[src/design/assert_macros.svh]
`ifndef ASSERT_MACROS_SVH
`define ASSERT_MACROS_SVH

// Same-cycle implication, checked on every rising clock edge outside reset.
`define ASSERT_IMP(lbl, ante, cons) \
  lbl: assert property (@(posedge clk_i) disable iff (!rst_ni) (ante) |-> (cons)) \
    else $error("assertion failed");

// Next-cycle implication, checked on every rising clock edge outside reset.
`define ASSERT_NXT(lbl, ante, cons) \
  lbl: assert property (@(posedge clk_i) disable iff (!rst_ni) (ante) |=> (cons)) \
    else $error("assertion failed");

`endif

[src/design/b32dns_pkg.sv]
`timescale 1ns / 1ps

package b32dns_pkg;

  // Result slots per accepted word: dot, data pairs then the five suffix characters.
  localparam int NumSlots  = 11;
  localparam int NumData   = 3;
  localparam int SlotSuf0  = 2 * NumData;
  localparam int SlotLast  = NumSlots - 1;
  localparam int CfgIdxW   = 2;
  localparam int CfgDataW  = 9;

  localparam logic [7:0] CharDot  = 8'h2E;
  localparam logic [7:0] CharG    = 8'h47;
  localparam logic [7:0] CharZero = 8'h30;
  localparam logic [7:0] CharA    = 8'h41;
  localparam logic [7:0] CharTwo  = 8'h32;

  localparam logic [6:0] TagReset     = 7'd0;
  localparam logic [7:0] MaxInReset   = 8'd153;
  localparam logic [8:0] MaxNameReset = 9'd253;
  localparam logic [7:0] LabelReset   = 8'd63;
  localparam logic [7:0] LabelMin     = 8'd3;

  typedef enum logic [CfgIdxW-1:0] {
    CfgTag     = 2'd0,
    CfgMaxIn   = 2'd1,
    CfgMaxName = 2'd2,
    CfgLabel   = 2'd3
  } cfg_reg_e;

  typedef enum logic [1:0] {
    StOk       = 2'd0,
    StInLong   = 2'd1,
    StNameLong = 2'd2
  } status_e;

  typedef struct packed {
    logic [6:0] tag;
    logic [7:0] max_in;
    logic [8:0] max_name;
    logic [7:0] label_len;
  } cfg_t;

  typedef struct packed {
    logic [3:0] bit_buf;
    logic [2:0] bit_cnt;
    logic [7:0] label_pos;
    logic [8:0] name_len;
    logic [7:0] byte_cnt;
  } enc_state_t;

  typedef struct packed {
    logic [NumSlots-1:0][7:0] chars;
    logic [NumSlots-1:0]      mask;
    logic                     last;
    status_e                  status;
  } slots_t;

  function automatic logic [7:0] b32_char(logic [4:0] idx);
    logic [7:0] ch;
    if (idx < 5'd26) begin
      ch = CharA + 8'(idx);
    end else begin
      ch = CharTwo + 8'(idx - 5'd26);
    end
    return ch;
  endfunction

  // tag / 10 by reciprocal: exact over the whole 7-bit range.
  function automatic logic [3:0] tag_tens(logic [6:0] tag);
    logic [14:0] prod;
    prod = 15'(tag) * 15'd205;
    return prod[14:11];
  endfunction

  function automatic logic [3:0] tag_ones(logic [6:0] tag);
    logic [6:0] t10;
    t10 = 7'(tag_tens(tag)) * 7'd10;
    return 4'(tag - t10);
  endfunction

endpackage

[src/design/b32dns_expand.sv]
`timescale 1ns / 1ps

module b32dns_expand import b32dns_pkg::*; (
  input  cfg_t       cfg_i,
  input  enc_state_t st_i,
  input  logic [7:0] data_byte_i,
  input  logic       last_byte_i,
  output slots_t     slots_o,
  output enc_state_t st_o
);

  logic [11:0]        acc;
  logic [2:0]         cnt_clamp;
  logic [3:0]         bits;
  logic               two;
  logic [11:0]        acc_sh0;
  logic [11:0]        acc_sh1;
  logic [11:0]        acc_tail;
  logic [3:0]         rem_w;
  logic [2:0]         rem;
  logic [7:0]         limit;
  logic [NumData-1:0][4:0] idx;
  logic [NumData-1:0] dvalid;
  logic [NumData-1:0] dot;
  logic [7:0]         pos;
  logic [3:0]         cnt;
  logic [9:0]         nl_sum;
  logic [8:0]         nl_new;
  logic [3:0]         keep_mask;

  assign acc       = {st_i.bit_buf, data_byte_i};
  assign cnt_clamp = (st_i.bit_cnt > 3'd4) ? 3'd4 : st_i.bit_cnt;
  assign bits      = 4'(cnt_clamp) + 4'd8;
  assign two       = (bits >= 4'd10);
  assign acc_sh0   = acc >> (bits - 4'd5);
  assign acc_sh1   = acc >> (bits - 4'd10);
  assign rem_w     = two ? (bits - 4'd10) : (bits - 4'd5);
  assign rem       = rem_w[2:0];
  assign acc_tail  = acc << (3'd5 - rem);
  assign limit     = (cfg_i.label_len < LabelMin) ? LabelMin : cfg_i.label_len;
  assign keep_mask = 4'((5'd1 << rem) - 5'd1);

  assign idx[0]    = acc_sh0[4:0];
  assign idx[1]    = acc_sh1[4:0];
  assign idx[2]    = acc_tail[4:0];
  assign dvalid[0] = 1'b1;
  assign dvalid[1] = two;
  assign dvalid[2] = last_byte_i && (rem != 3'd0);

  // Walk the data characters in order, breaking the label where it is full.
  always_comb begin
    pos = st_i.label_pos;
    cnt = last_byte_i ? 4'd5 : 4'd0;
    for (int k = 0; k < NumData; k++) begin
      dot[k] = dvalid[k] && (pos >= limit);
      if (dvalid[k]) begin
        pos = dot[k] ? 8'd1 : pos + 8'd1;
      end
      cnt = cnt + 4'(dot[k]) + 4'(dvalid[k]);
    end
  end

  assign nl_sum = 10'(st_i.name_len) + 10'(cnt);
  assign nl_new = nl_sum[9] ? 9'h1FF : nl_sum[8:0];

  always_comb begin
    for (int k = 0; k < NumData; k++) begin
      slots_o.chars[2*k]     = CharDot;
      slots_o.mask[2*k]      = dot[k];
      slots_o.chars[2*k + 1] = b32_char(idx[k]);
      slots_o.mask[2*k + 1]  = dvalid[k];
    end
    slots_o.chars[SlotSuf0]     = CharDot;
    slots_o.chars[SlotSuf0 + 1] = CharG;
    slots_o.chars[SlotSuf0 + 2] = CharZero + 8'(tag_tens(cfg_i.tag));
    slots_o.chars[SlotSuf0 + 3] = CharZero + 8'(tag_ones(cfg_i.tag));
    slots_o.chars[SlotSuf0 + 4] = CharDot;
    for (int k = SlotSuf0; k < NumSlots; k++) begin
      slots_o.mask[k] = last_byte_i;
    end
    slots_o.last = last_byte_i;
    if (st_i.byte_cnt >= cfg_i.max_in) begin
      slots_o.status = StInLong;
    end else if (nl_new >= cfg_i.max_name) begin
      slots_o.status = StNameLong;
    end else begin
      slots_o.status = StOk;
    end
  end

  always_comb begin
    if (last_byte_i) begin
      st_o = '0;
    end else begin
      st_o.bit_buf   = acc[3:0] & keep_mask;
      st_o.bit_cnt   = rem;
      st_o.label_pos = pos;
      st_o.name_len  = nl_new;
      st_o.byte_cnt  = (st_i.byte_cnt == 8'hFF) ? 8'hFF : st_i.byte_cnt + 8'd1;
    end
  end

endmodule

[src/design/b32dns_outbuf.sv]
`timescale 1ns / 1ps
`include "assert_macros.svh"

module b32dns_outbuf import b32dns_pkg::*; (
  input  logic       clk_i,
  input  logic       rst_ni,
  input  logic       load_i,
  input  slots_t     slots_i,
  output logic       free_o,
  output logic       out_valid_o,
  input  logic       out_ready_i,
  output logic [7:0] out_char_o,
  output logic       last_char_o,
  output logic [1:0] status_o
);

  logic [NumSlots-1:0]      mask_q, mask_d;
  logic [NumSlots-1:0][7:0] chars_q;
  logic                     last_q;
  status_e                  status_q;
  logic [NumSlots-1:0]      sel;
  logic                     final_slot;
  logic                     take;

  // Lowest pending slot goes out first.
  assign sel         = mask_q & (~mask_q + NumSlots'(1));
  assign out_valid_o = |mask_q;
  assign final_slot  = $onehot(mask_q);
  assign take        = out_valid_o && out_ready_i;
  assign free_o      = !out_valid_o || (final_slot && out_ready_i);

  always_comb begin
    out_char_o = '0;
    for (int k = 0; k < NumSlots; k++) begin
      out_char_o = out_char_o | (chars_q[k] & {8{sel[k]}});
    end
  end

  assign last_char_o = last_q && sel[SlotLast];
  assign status_o    = last_char_o ? status_q : StOk;

  always_comb begin
    mask_d = mask_q;
    if (load_i) begin
      mask_d = slots_i.mask;
    end else if (take) begin
      mask_d = mask_q & ~sel;
    end
  end

  always_ff @(posedge clk_i or negedge rst_ni) begin
    if (!rst_ni) begin
      mask_q <= '0;
    end else begin
      mask_q <= mask_d;
    end
  end

  always_ff @(posedge clk_i) begin
    if (load_i) begin
      chars_q  <= slots_i.chars;
      last_q   <= slots_i.last;
      status_q <= slots_i.status;
    end
  end

  `ASSERT_IMP(a_load_only_when_free, load_i, free_o)
  `ASSERT_IMP(a_last_char_is_final, out_valid_o && last_char_o, final_slot)
  `ASSERT_NXT(a_load_fills_buffer, load_i && (slots_i.mask != '0), out_valid_o)

endmodule

[src/design/base32_dns_label_encoder.sv]
`timescale 1ns / 1ps
`include "assert_macros.svh"

// Base32 DNS name encoder: message bytes in, name characters out.
// Input channel: one message byte per word (data_byte_i, last_byte_i marks the
// final byte). Output channel: one character per word (out_char_o); the final
// character of a name has last_char_o set and carries status_o (ok, input too
// long, name too long); status_o reads ok on every other word.
// Configuration: write cfg_wdata_i to register cfg_idx_i while cfg_we_i is high;
// write it only while the block is idle.
// Path: an accepted byte waits in the input register and moves into the character
// buffer once the buffer is free; its characters are taken from there.
// Throughput: while out_ready_i is high the output runs one character per cycle.
// A byte yields one or two characters, plus a label dot now and then, and up
// to nine on the last byte (final bits, dot, the ".Gnn." suffix).
// The next byte sits in the input register and moves into the buffer in the
// cycle its predecessor's final character is taken, so no cycle is lost.
// Stall: while out_ready_i is low the current character holds; a second byte is
// still taken into the input register, then in_ready_o drops.
// Reset: clears encoder state and buffers; registers return to their defaults.

module base32_dns_label_encoder import b32dns_pkg::*; (
  input  logic                clk_i,
  input  logic                rst_ni,
  input  logic                in_valid_i,
  output logic                in_ready_o,
  input  logic [7:0]          data_byte_i,
  input  logic                last_byte_i,
  output logic                out_valid_o,
  input  logic                out_ready_i,
  output logic [7:0]          out_char_o,
  output logic                last_char_o,
  output logic [1:0]          status_o,
  input  logic                cfg_we_i,
  input  logic [CfgIdxW-1:0]  cfg_idx_i,
  input  logic [CfgDataW-1:0] cfg_wdata_i
);

  cfg_t       cfg_q;
  enc_state_t st_q, st_d;
  slots_t     slots;
  logic       in_valid_q;
  logic [7:0] in_byte_q;
  logic       in_last_q;
  logic       buf_free;
  logic       load;

  // Configuration registers: plain write, no read-back.
  always_ff @(posedge clk_i or negedge rst_ni) begin
    if (!rst_ni) begin
      cfg_q.tag       <= TagReset;
      cfg_q.max_in    <= MaxInReset;
      cfg_q.max_name  <= MaxNameReset;
      cfg_q.label_len <= LabelReset;
    end else if (cfg_we_i) begin
      unique case (cfg_reg_e'(cfg_idx_i))
        CfgTag:     cfg_q.tag       <= cfg_wdata_i[6:0];
        CfgMaxIn:   cfg_q.max_in    <= cfg_wdata_i[7:0];
        CfgMaxName: cfg_q.max_name  <= cfg_wdata_i[8:0];
        CfgLabel:   cfg_q.label_len <= cfg_wdata_i[7:0];
        default: ;
      endcase
    end
  end

  // Input register: take a new word when none is held or the held one moves on this cycle.
  assign load       = in_valid_q && buf_free;
  assign in_ready_o = !in_valid_q || load;

  always_ff @(posedge clk_i or negedge rst_ni) begin
    if (!rst_ni) begin
      in_valid_q <= 1'b0;
    end else if (in_ready_o) begin
      in_valid_q <= in_valid_i;
    end
  end

  always_ff @(posedge clk_i) begin
    if (in_ready_o && in_valid_i) begin
      in_byte_q <= data_byte_i;
      in_last_q <= last_byte_i;
    end
  end

  // Expand the held byte into its characters and the state it leaves behind.
  b32dns_expand u_expand (
    .cfg_i       (cfg_q),
    .st_i        (st_q),
    .data_byte_i (in_byte_q),
    .last_byte_i (in_last_q),
    .slots_o     (slots),
    .st_o        (st_d)
  );

  // Encoder state advances only when a byte's characters enter the buffer.
  always_ff @(posedge clk_i or negedge rst_ni) begin
    if (!rst_ni) begin
      st_q <= '0;
    end else if (load) begin
      st_q <= st_d;
    end
  end

  b32dns_outbuf u_outbuf (
    .clk_i       (clk_i),
    .rst_ni      (rst_ni),
    .load_i      (load),
    .slots_i     (slots),
    .free_o      (buf_free),
    .out_valid_o (out_valid_o),
    .out_ready_i (out_ready_i),
    .out_char_o  (out_char_o),
    .last_char_o (last_char_o),
    .status_o    (status_o)
  );

  `ASSERT_IMP(a_bit_cnt_range, in_valid_q || !in_valid_q, st_q.bit_cnt <= 3'd4)
  `ASSERT_NXT(a_clear_after_last, load && in_last_q, st_q == '0)
  `ASSERT_IMP(a_result_bound, load, $countones(slots.mask) <= 9)

endmodule
[config.mk]
export PLATFORM = sky130hd
export DESIGN_NAME = base32_dns_label_encoder
export DESIGN_NICKNAME = d
export VERILOG_FILES = /design/src/design/b32dns_pkg.sv /design/src/design/b32dns_expand.sv /design/src/design/b32dns_outbuf.sv /design/src/design/base32_dns_label_encoder.sv
export VERILOG_INCLUDE_DIRS = /design/src /design/src/design
export SDC_FILE = /design/constraint.sdc
export NUM_CORES = 1
export LEC_CHECK = 0
export BUFFER_PORTS_ARGS = -buffer_cell sky130_fd_sc_hd__buf_2
export CORE_MARGIN = 5
export CORE_UTILIZATION = 45
export CTS_CLUSTER_SIZE = 20
export DETAILED_ROUTE_END_ITERATION = 7
export PLACE_DENSITY_LB_ADDON = 0.1
export SYNTH_ARGS = -nofsm -noshare
export SYNTH_HDL_FRONTEND = slang
export SYNTH_SLANG_ARGS = --single-unit
[constraint.sdc]
create_clock -name clk_i -period 8.2 [get_ports clk_i]
set_input_delay 1.64 -clock clk_i [delete_from_list [all_inputs] [get_ports clk_i]]
set_output_delay 1.64 -clock clk_i [all_outputs]
set_load 0.1 [all_outputs]
# After elaboration in Yosys (flattened, before gate mapping)
# Index checks and enable logic that the tools add are counted.
classes:
  addsub: 39
  multipliers: 2
  order_cmp: 11
  n_eq_ne: 5
  shifts: 4
  muxes: 19
  bitwise: 20
  n_reduce_logical: 20
op_table:
  columns: ["cell", "count"]
  rows:
  - ["$mux 8", 10]
  - ["$and 8x8->8", 5]
  - ["$add 8x1->8 const B", 4]
  - ["$ge 8x8->1", 4]
  - ["$mux 32", 1]
  - ["$or 8x6->8", 4]
  - ["$or 8x8->8", 4]
  - ["$add 4x1->4", 6]
  - ["$add 6x8->8 const A", 3]
  - ["$add 7x5->8 const A", 3]
  - ["$shr 12x4->5", 2]
  - ["$and 11x11->11", 2]
  - ["$mux 11", 2]
  - ["$not 11->11", 2]
  - ["$sub 5x5->6 const B", 3]
  - ["$add 4x4->4", 4]
  - ["$lt 5x5->1 const B", 3]
  - ["$mul 7x8->15 const B", 1]
  - ["$add 6x4->7 const A", 2]
  - ["$shl 12x3->5", 1]
  - ["$add 11x1->11 const B", 1]
  - ["$reduce_or 11->1", 1]
  - ["$add 1x1->2", 5]
  - ["$add 9x4->10", 1]
  - ["30 further kinds", 46]
word_totals:
  ff_bits: 128
  in_bits: 25
  out_inout_bits: 13
  wordCells: 140

# Depth between registers and ports, before layout
# Gate-level depths: netlist (run 1).
logic_depth:
  word_depth: 16
  depth_mapped: 46
  depth_no_buf: 46

# Hierarchy
# A second synthesis (run 1) with hierarchy kept.
unflattened:
  cells_unflattened: 1097
  hier_area_um2: 12037.8
modules_own_cells:
  columns: ["module", "n_inst", "cells_each", "area_each_um2", "seq_area_each_um2"]
  rows:
  - ["b32dns_expand", 1, 647, 4954.8, 0.0]
  - ["b32dns_outbuf", 1, 300, 4351.7, 3007.9]
  - ["base32_dns_label_encoder", 1, 150, 2731.4, 1918.1]

# Worst setup path after synthesis (run 1)
# Ideal clock, no wire load.
synth_timing:
  path_kind: "flip-flop to flip-flop"
  from: "register cfg_q[4] in the netlist's numbering"
  to: "register u_outbuf.status_q[1], data pin"
  setup_ns: 0.267
  arrival_time_ns: 7.880
  t_required_ns: 7.933
  setup_slack_ns: 0.053
  stages_incl_launch_ff: 46
  path_buffers: 0
  period_less_slack_ns: 8.147
  cell_sequence: "dfstp_2 nor2_1 a31o_2 ha_1 nand2b_1 a21o_1 a211o_1 a221o_1 inv_2 nand2_1 inv_1 ha_1 nor2b_1 o21ai_0 a211oi_1 o21a_1 or2_0 nand2_4 (+10 left out) inv_1 fa_1 inv_1 ha_1 a21o_1 a21oi_1 nor2b_1 o21ba_2 nand2b_1 nor2b_1 ha_1 nand2b_1 a21oi_1 nor2b_1 o21ai_0 a21oi_1 o21ai_0 a211oi_1"
synth_between:
  elab_chain_len: 16
  elab_cells_between_ends: 21
  classes_between: "add/sub: 8; order compare: 5; mux: 6; reduce/logical: 2"
synth_rtl:
  columns: ["item", "line_no", "text"]
  rows:
  - ["from (decl)", "base32_dns_label_encoder.sv:39", "cfg_t cfg_q;"]
  - ["$lt 8x2->1", "b32dns_expand.sv:40", "assign limit = (cfg_i.label_len < LabelMin) ? LabelMin : cfg_i.label_len;"]
  - ["$mux 8 (*)", "b32dns_expand.sv:40", null]
  - ["branches (longest 8 deep; another with $ge 8x8->1)", null, null]
  - ["$add 4x1->4 (*) (2 in a row)", "b32dns_expand.sv:59", "cnt = cnt + 4'(dot[k]) + 4'(dvalid[k]);"]
  - ["$add 9x4->10 (*)", "b32dns_expand.sv:63", "assign nl_sum = 10'(st_i.name_len) + 10'(cnt);"]
  - ["$mux 9 (*)", "b32dns_expand.sv:64", "assign nl_new = nl_sum[9] ? 9'h1FF : nl_sum[8:0];"]
  - ["$ge 9x9->1 (*)", "b32dns_expand.sv:84", "end else if (nl_new >= cfg_i.max_name) begin"]
  - ["$mux 2 (*)", "b32dns_expand.sv:84", null]
  - ["to (signal assigned)", "b32dns_outbuf.sv:63", "status_q <= slots_i.status;"]
  - ["to (decl)", "b32dns_outbuf.sv:20", "status_e status_q;"]
# Mark *: on every way between the ends.
# A chain may end at the register's enable or synchronous reset.

# Final worst setup path (run 1)
layout_timing:
  from: "register cfg_q[2] in the netlist's numbering"
  to: "register u_outbuf.status_q[1], data pin"
# The elaborated chain is that of the path after synthesis.

==> flow_summary.toml, run 1 <==
[status]
outcome = "completed"

[critical_path]
crit_required_ns = 8.36
start_kind = "register"
worstPathArrival_ns = 8.31
worstSetupEndpointType = "register"
path_max_fanout = 3
cp_slowest_cell = "dfstp_2"
max_stage_delay_ns = 0.53
path_class = "register to register"

[drt]
firstDrtPassIters = 5
vias = 6867
post-route-drc-count = 0
ant_nets = 0
wirelength_um = 21520
drtIter0Drc = 351
viasPerCell = 5.323
routedWlPerCell_um = 16.68

[final_layout]
postLayoutCoreUtil = 0.5547
stdcell_count = 1290
final_nets = 1168
diodes = 0
drive_gt1_frac = 0.2761
area_growth_pct = 22.27

[timing]
finalCriticalPeriod_ns = 8.148
maxSlewViolCount = 0
slew_headroom = 0.3953
final.period_utilization = 0.9936
fmax_ghz = 0.1227
setup_viol = 0
hold_violations = 0
setup_ws_ns = 0.05227
tightest_slew_ns = 0.8987
final.setup.tns_ns = 0
fin_skew_ns = 0.01197
rsz0062_at_grt = "true"

[floorplanning]
rows = 51
die_h_um = 149.4
die_w_um = 149.4
core_area_mm2 = 0.01927
fp.dieArea_mm2 = 0.02232
start_util = 0.4537
io_pins = 38

[global_routing]
grt_max_degree = 70
grt-ovfl-total = 0
gr-usage-all-layers = 0.2009
grt_pass1_wl_um = 35260
antenna_found_initial = 0
grt_pass1_vias = 6879

[placed_design]
dp.final_hpwl_um = 14880
portBuffers = 36
gp_congestion = 0.8531
dpl_worst_slack_ns = -0.2387
post-place-cells = 1199

[synthesis]
postSynthAreaPerCell_um2 = 9.924
syn-cell-area_mm2 = 0.008743
syn-num-nets = 1037
yosysWarnings = 0
synth.distinct_cells = 83
synth-edff-count = 41
synth_async_sr_flop_share = 0.6496
synth-main-ff-cell = "dfrtp_1"
synth_top_area_cell = "dfrtp_1"
synth_area_leaders = "dfrtp_1 17%, ha_1 16%, edfxtp_1 14%"
syn-instance-count = 881
ys_seq_area_frac = 0.3608
synth_most_common_cell = "ha_1"
synth_seq_cells = 117
synth_top_area_frac = 0.1689
synth_common_cells = "112 x ha_1, 94 x inv_1, 78 x nand2_1, 59 x dfrtp_1, 47 x nor2_1"

[hold_path]
hold_path_class = "register to register"

[clocking]
cts_sinks = 117
root_buffer = "clkbuf_16"
h-tree-depth = 4
cts_tree = "yes"
clk_path_buf_depth = 2
numCtsBuffers = 17
path_clk_slew_ns = 0.06
insertion_delay_ns = 0.42

[flow_run]
cap_violations = 0
-- path summary, 6_finish.rpt --
check / start / end / slack, ns / cells after the start
max in group asynchronous: rst_ni / cfg_q[31]$_DFFE_PN0P_ / 6.06 / 2
min reg2reg: st_q[8]$_DFFE_PN0P_ / st_q[8]$_DFFE_PN0P_ / 0.49 / 2
min: st_q[8]$_DFFE_PN0P_ / st_q[8]$_DFFE_PN0P_ / 0.49 / 2
max reg2reg: cfg_q[2]$_DFFE_PN1P_ / u_outbuf.status_q[1]$_SDFFCE_PP0P_ / 0.05 / 46
min in group asynchronous: rst_ni / st_q[29]$_DFFE_PN0P_ / 1.03 / 1
max: cfg_q[2]$_DFFE_PN1P_ / u_outbuf.status_q[1]$_SDFFCE_PP0P_ / 0.05 / 46
-- metal layers --
layer | up-vias | GRT usage | part of all wire
li1 | 3411 | - | -
met1 | 3307 | 0.2704 | 0.47
met2 | 120 | 0.3190 | 0.47
met3 | 29 | 0.04740 | 0.037
met4 | 0 | 0.06911 | 0.023
met5 | - | 0 | 0
-- cells in the final DEF, fill, tap and decap left out, types with 13 or more instances in the layout --
master	Yosys	routed
a22o_1	13	13
a21oi_1	35	29
mux2_2	34	34
dfstp_2	17	17
inv_1	94	90
buf_2	6	35
mux2i_1	14	14
ha_1	112	106
clkbuf_16	0	18
dfrtp_1	59	59
o21ai_0	42	38
nand3_1	31	30
xnor2_1	19	19
buf_4	6	99
nor2_1	47	45
nand2_1	78	76
fa_1	19	18
edfxtp_1	41	41
-- flip-flops by register name (all words and copies together) (netlist names) --
signal             count
cfg_q                 32
st_q                  32
u_outbuf.chars_q      29
u_outbuf.mask_q       11
in_byte_q              8
u_outbuf.status_q      2
in_last_q              1
in_valid_q             1
u_outbuf.last_q        1
-- critical path: cells and delay by family (launching register included) --
family,cells,cell delay [ns]
flip-flops,1,0.53
AND/OR/NAND/NOR,12,1.19
AO/OA/AOI/OAI,21,3.54
adder cells (fa/ha/maj),8,2.27
buffers and inverters,5,0.36
-- final cells by class --
type / instances / area, µm²
Multi-Input combinational cell: 641 / 5298
Inverter: 99 / 372.9
Fill cell: 1733 / 8581
Clock inverter: 11 / 121.4
Timing Repair Buffer: 136 / 940.9
Tap cell: 265 / 331.6
Sequential cell: 117 / 3154
Clock buffer: 21 / 471.7
-- per-stage QoR --
stage	hold WS [ns]	instance area, µm²
after detailed placement	0.4843	9438
after global routing	0.5290	10690
after floorplan	0.4244	8743
after CTS	0.4959	10450
final	0.4919	10690
after global placement	0.4734	9438
-- timing repair --
action	in CTS	in global routing
gates resized for setup	12	38
hold buffers	0	0
endpoints found under the setup margin	1	7
setup buffers	53	10
hold endpoints to repair	0	0
pin swaps	12	35
-- kinds of logic (layout without fill, tap and decap cells) --
kind of cell | Yosys count | in the layout | share of synthesized area
buf+inv | 123 | 267 | 0.05724
simple gates | 239 | 239 | 0.1347
xor+xnor | 31 | 31 | 0.03105
flops | 117 | 117 | 0.3608
mux | 49 | 49 | 0.06239
other cells | 1 | 1 | 0.0004289
fa+ha+maj | 131 | 131 | 0.2038
compound gates | 190 | 190 | 0.1497
Power of run 1 is not shown: default switching activity piles up to over one toggle a cycle in this logic, so the estimate is an artifact.
==> run 2: changes to the inputs <==
- CORE_ASPECT_RATIO: not set -> 1.1
==> run 2 against run 1 <==
- the run now ends with negative setup slack left
- non-clock buffer count down 33
- die area is essentially flat
- flip-flop and latch count did not move
- register-to-register slack got worse by 0.07 ns
- core utilization decreased by 0.80 points
- critical path type unchanged
==> flow_summary.toml, run 2 (synthesized netlist as in run 1, its figures left out) <==
[global_routing]
grt_pass1_vias = 6746
gr-usage-all-layers = 0.1969
grt_max_degree = 77
grt-ovfl-total = 0
grt_pass1_wl_um = 34960
antenna_found_initial = 0

[floorplanning]
io_pins = 38
core_area_mm2 = 0.01910
die_h_um = 156.2
rows = 53
fp.dieArea_mm2 = 0.02232
die_w_um = 142.9
start_util = 0.4578

[critical_path]
max_stage_delay_ns = 0.56
cp_slowest_cell = "dfstp_2"
crit_end = "u_outbuf.status_q[1]$_SDFFCE_PP0P_"
r2r_end = "u_outbuf.status_q[1]$_SDFFCE_PP0P_"
worstSetupEndpointType = "register"
crit_start = "cfg_q[5]$_DFFE_PN1P_"
worstPathArrival_ns = 8.36
start_kind = "register"
path_max_fanout = 4
reg2reg_from = "cfg_q[5]$_DFFE_PN1P_"
path_class = "register to register"
r2r_slack_ns = -0.02
ff2ff_path_depth = 43
crit_required_ns = 8.35

[final_layout]
final_area_mm2 = 0.01044
final_cell_mix = "108 x ha_1, 90 x inv_1, 77 x nand2_1, 66 x buf_4, 59 x dfrtp_1"
drive_gt1_frac = 0.2500
final_nets = 1135
reg_top3 = "cfg_q (32), st_q (32), u_outbuf.chars_q (29)"
area_growth_pct = 19.43
layout_commonest_cell = "ha_1"
diodes = 0

[clocking]
cts_hold_buf = 0
path_clk_slew_ns = 0.06
insertion_delay_ns = 0.42
root_buffer = "clkbuf_16"
cts_tree = "yes"
h-tree-depth = 4
clk_path_buf_depth = 2
cts_sinks = 117
numCtsBuffers = 17

[timing]
rsz0062_at_grt = "true"
finalCriticalPeriod_ns = 8.217
fin_skew_ns = 0.009987
tightest_slew_ns = 0.9876
maxSlewViolCount = 0
setup_viol = 1
final.period_utilization = 1.002
slew_headroom = 0.3346
setup_ws_ns = -0.01702
hold_violations = 0
fmax_ghz = 0.1217

[drt]
viasPerCell = 5.464
ant_nets = 0
drtIter0Drc = 392
post-route-drc-count = 0
wirelength_um = 21190
firstDrtPassIters = 6
vias = 6770
routedWlPerCell_um = 17.10

[status]
outcome = "finished with violations"
violations = "negative setup slack"

[placed_design]
gp_congestion = 0.8478
dp.final_hpwl_um = 15080
placedInstanceArea_mm2 = 0.009348
portBuffers = 36

[hold_path]
hold_path_class = "register to register"

[flow_run]
cap_violations = 0
==> run 2: worst min path at each step <==
stage / slack (ns) / cells after the start / end / start
6_report: 0.49 / 2 / st_q[8]$_DFFE_PN0P_ / st_q[8]$_DFFE_PN0P_
5_1_grt: 0.51 / 1 / cfg_q[22]$_DFFE_PN0P_ / cfg_q[22]$_DFFE_PN0P_
4_1_cts: 0.49 / 2 / st_q[8]$_DFFE_PN0P_ / st_q[8]$_DFFE_PN0P_
3_5_place_dp: 0.48 / 2 / st_q[8]$_DFFE_PN0P_ / st_q[8]$_DFFE_PN0P_
3_3_place_gp: 0.46 / 2 / st_q[31]$_DFFE_PN0P_ / st_q[31]$_DFFE_PN0P_
2_1_floorplan: 0.42 / 0 / u_outbuf.last_q$_DFFE_PP_ / in_last_q$_DFFE_PP_
==> run 2: critical path, delay by kind of cell, from the launching register on <==
kind,cells,cell delay (ns)
AO/OA/AOI/OAI,18,3.29
buffers and inverters,6,0.47
adder cells (fa/ha/maj),8,2.32
flip-flops,1,0.56
multiplexers,1,0.35
AND/OR/NAND/NOR,10,0.94
==> run 2: layer usage <==
metal	part of all wire	global-route usage	up-vias
li1	-	-	3351
met1	0.46	0.2617	3251
met2	0.48	0.3259	132
met3	0.034	0.02759	36
met4	0.029	0.07605	0
met5	0	0	-
==> run 2: final cells by class <==
class | count | area (µm²)
fillers | 1721 | 8656
multi-input cells | 641 | 5295
flip-flops and latches | 117 | 3154
repair buffers | 103 | 693.2
clock buffers | 21 | 508.0
inverters | 99 | 372.9
well taps | 247 | 309.0
clock inverters | 11 | 110.1
==> run 2: stage by stage <==
step | setup WS, ns | hold slack (ns) | utilization | instances | setup TNS, ns
6_report | -0.01702 | 0.4872 | 0.5468 | 1239 | -0.01702
5_1_grt | -0.4718 | 0.5150 | 0.5468 | 1239 | -0.4718
4_1_cts | 0.04439 | 0.4946 | 0.5388 | 1240 | 0
3_5_place_dp | -0.2420 | 0.4817 | 0.4895 | 1172 | -0.2420
3_3_place_gp | -0.05512 | 0.4624 | 0.4895 | 1172 | -0.05512
2_1_floorplan | 0.05316 | 0.4244 | - | 881 | 0
==> run 2: timing repair <==
item,in CTS,in global routing
pin swaps,25,31
setup endpoints to repair,1,2
hold endpoints to repair,0,0
gates resized for setup,23,26
buffers inserted,37,4
Power of run 2 is left out for the same reason.
==> run 3: changes to the inputs <==
- SYNTH_HIERARCHICAL: not set -> 1
==> run 3 against run 2 <==
- the run now ends clean
- first-iteration DRC count down 15%
- clock skew grew 0.0027 ns
- critical path depth fell by 6
- register-to-register slack gained 0.48 ns
- critical endpoint is now u_outbuf/status_q[1]$_DFFE_PP_
- final area rose by 23%
- via count rose by 14%
==> flow_summary.toml, run 3 <==
[placed_design]
dp.final_hpwl_um = 17760
portBuffers = 37
gp_congestion = 0.7942

[synthesis]
yosysWarnings = 6
synth-main-ff-cell = "edfxtp_1"
synth_async_sr_flop_share = 0.4318
ys_seq_area_frac = 0.4092
synth_compound_area_frac = 0.1222
synthAdderAreaFrac = 0.1428
synth_top_area_cell = "edfxtp_1"
synth_common_cells = "107 x ha_1, 100 x edfxtp_1, 88 x inv_1, 76 x nand2_1, 69 x buf_4"
synth_most_common_cell = "ha_1"
synth_top_area_frac = 0.2495
synth.distinct_cells = 100
synth-edff-count = 100
syn-instance-count = 1097
postSynthAreaPerCell_um2 = 10.97
syn-cell-area_mm2 = 0.01204
muxShareOfSynthArea = 0.08617
synth_top_family_by_area = "adder cells"
synth-simple-area-share = 0.1181
synth_seq_cells = 176
synth_area_leaders = "edfxtp_1 25%, dfrtp_1 12%, ha_1 11%"
synth-xor-area-share = 0.02547

[drt]
drtIter0Drc = 335
ant_nets = 0
wirelength_um = 24370
vias = 7685
firstDrtPassIters = 4
routedWlPerCell_um = 16.48
viasPerCell = 5.196
post-route-drc-count = 0

[global_routing]
grt_pass1_vias = 7667
grt_pass1_wl_um = 40500
antenna_found_initial = 0
gr-usage-all-layers = 0.1642
grt-ovfl-total = 0
grt_max_degree = 77

[clocking]
clk_path_buf_depth = 2
insertion_delay_ns = 0.43
root_buffer = "clkbuf_16"
cts_sinks = 176
cts_tree = "yes"
numCtsBuffers = 17
h-tree-depth = 4
path_clk_slew_ns = 0.08

[timing]
hold_violations = 0
finalCriticalPeriod_ns = 7.738
final.setup.tns_ns = 0
tightest_slew_ns = 1.005
final.period_utilization = 0.9437
slew_headroom = 0.3298
maxSlewViolCount = 0
fmax_ghz = 0.1292
setup_viol = 0
hold_ws_ns = 0.5166
fin_skew_ns = 0.01269

[floorplanning]
io_pins = 38
start_util = 0.4591
fp.dieArea_mm2 = 0.03013
rows = 62
core_area_mm2 = 0.02622
die_w_um = 165.9
die_h_um = 181.5

[final_layout]
largest_register = "u_outbuf/chars_q"
largest_reg_flops = 88
layout_commonest_cell = "ha_1"
final_nets = 1265
final_cell_mix = "106 x ha_1, 100 x edfxtp_1, 87 x inv_1, 76 x nand2_1, 65 x mux2_2"
fillCellCount = 2521
drive_gt1_frac = 0.1908
area_growth_pct = 6.642
diodes = 0
reg_top3 = "u_outbuf/chars_q (88), cfg_q (32), st_q (32)"

[critical_path]
worstSetupEndpointType = "register"
cp_common_cell = "ha_1"
max_stage_delay_ns = 0.55
path_max_fanout = 4
crit_required_ns = 8.37
cp_slowest_cell = "dfstp_2"
path_class = "register to register"
start_kind = "register"
worstPathArrival_ns = 7.91

[status]
outcome = "completed"

[hold_path]
hold_path_class = "register to register"

[flow_run]
cap_violations = 0
[run 3: cell count changes after synthesis, sizes merged, moves of 9 or more]
cell / change
a22o: -11
buf: +68
nand4: +11
nor2: -11
o21ai: -14
mux2: +33
mux2i: +9
nand3: -13
a21oi: +22
clkbuf: +20
edfxtp: +59
[run 3: worst paths after layout]
path	cells past startpoint	slack [ns]	endpoint	start
worst min-delay path	1	0.52	st_q[9]$_DFFE_PN0P_	st_q[9]$_DFFE_PN0P_
min in group asynchronous	1	1.36	st_q[0]$_DFFE_PN0P_	rst_ni
max in group asynchronous	1	6.17	u_outbuf/mask_q[4]$_DFFE_PN0P_	rst_ni
worst min register to register	1	0.52	st_q[9]$_DFFE_PN0P_	st_q[9]$_DFFE_PN0P_
worst max-delay path	37	0.46	u_outbuf/status_q[1]$_DFFE_PP_	cfg_q[5]$_DFFE_PN1P_
worst max register to register	37	0.46	u_outbuf/status_q[1]$_DFFE_PP_	cfg_q[5]$_DFFE_PN1P_
[run 3: what timing repair did]
item / in CTS / in global routing
endpoints found under the setup margin: 0 / 1
hold endpoints to repair: 0 / 0
buffers inserted: 0 / 4
hold buffers: 0 / 0
resized for setup: 0 / 13
[run 3: area by class of cell]
class	instances	area (µm²)	share of cell area
clock buffers	17	425.4	0.03314
flip-flops and latches	176	4926	0.3837
multi-input cells	775	6222	0.4847
clock inverters	15	162.7	0.01267
well taps	352	440.4	0.03431
repair buffers	52	312.8	0.02437
inverters	92	347.8	0.02710
[run 3: kinds of logic (layout without fill, tap and decap cells)]
family,count (synthesis),after routing
muxes,92,92
adders and majority gates,126,126
DFF,176,176
buffers and inverters,204,176
AOI/OAI and AO/OA,207,207
and+or+nand+nor,255,255
other,2,60
xor gates and xnor gates,35,35
[run 3: stage by stage]
step / util / setup WS [ns] / instance area [µm²] / cells
2_1_floorplan: - / 0.6641 / 12260 / 1155
3_3_place_gp: 0.4644 / 0.2065 / 12180 / 1443
3_5_place_dp: 0.4644 / 0.07298 / 12180 / 1443
4_1_cts: 0.4869 / 0.01260 / 12770 / 1475
5_1_grt: 0.4896 / -0.02772 / 12840 / 1479
6_report: 0.4896 / 0.4616 / 12840 / 1479
[run 3: worst max-delay path, delay by kind of cell, from the launching register on]
family,cells,cell delay (ns)
AO/OA/AOI/OAI,19,3.23
adder cells (fa/ha/maj),8,2.43
AND/OR/NAND/NOR,7,0.96
flip-flops,1,0.55
buffers and inverters,2,0.19
XOR/XNOR,1,0.14
[run 3: per-layer routing]
| metal | wire [µm] | vias up | share of wire | track usage |
|---|---|---|---|---|
| met5 | 0 | - | 0 | 0 |
| met4 | 159 | 0 | 0.0065 | 0.03333 |
| met3 | 474 | 10 | 0.019 | 0.02349 |
| met2 | 12080 | 69 | 0.50 | 0.2814 |
| met1 | 11650 | 3729 | 0.48 | 0.2237 |
| li1 | - | 3877 | - | - |
Power of run 3 is left out for the same reason.
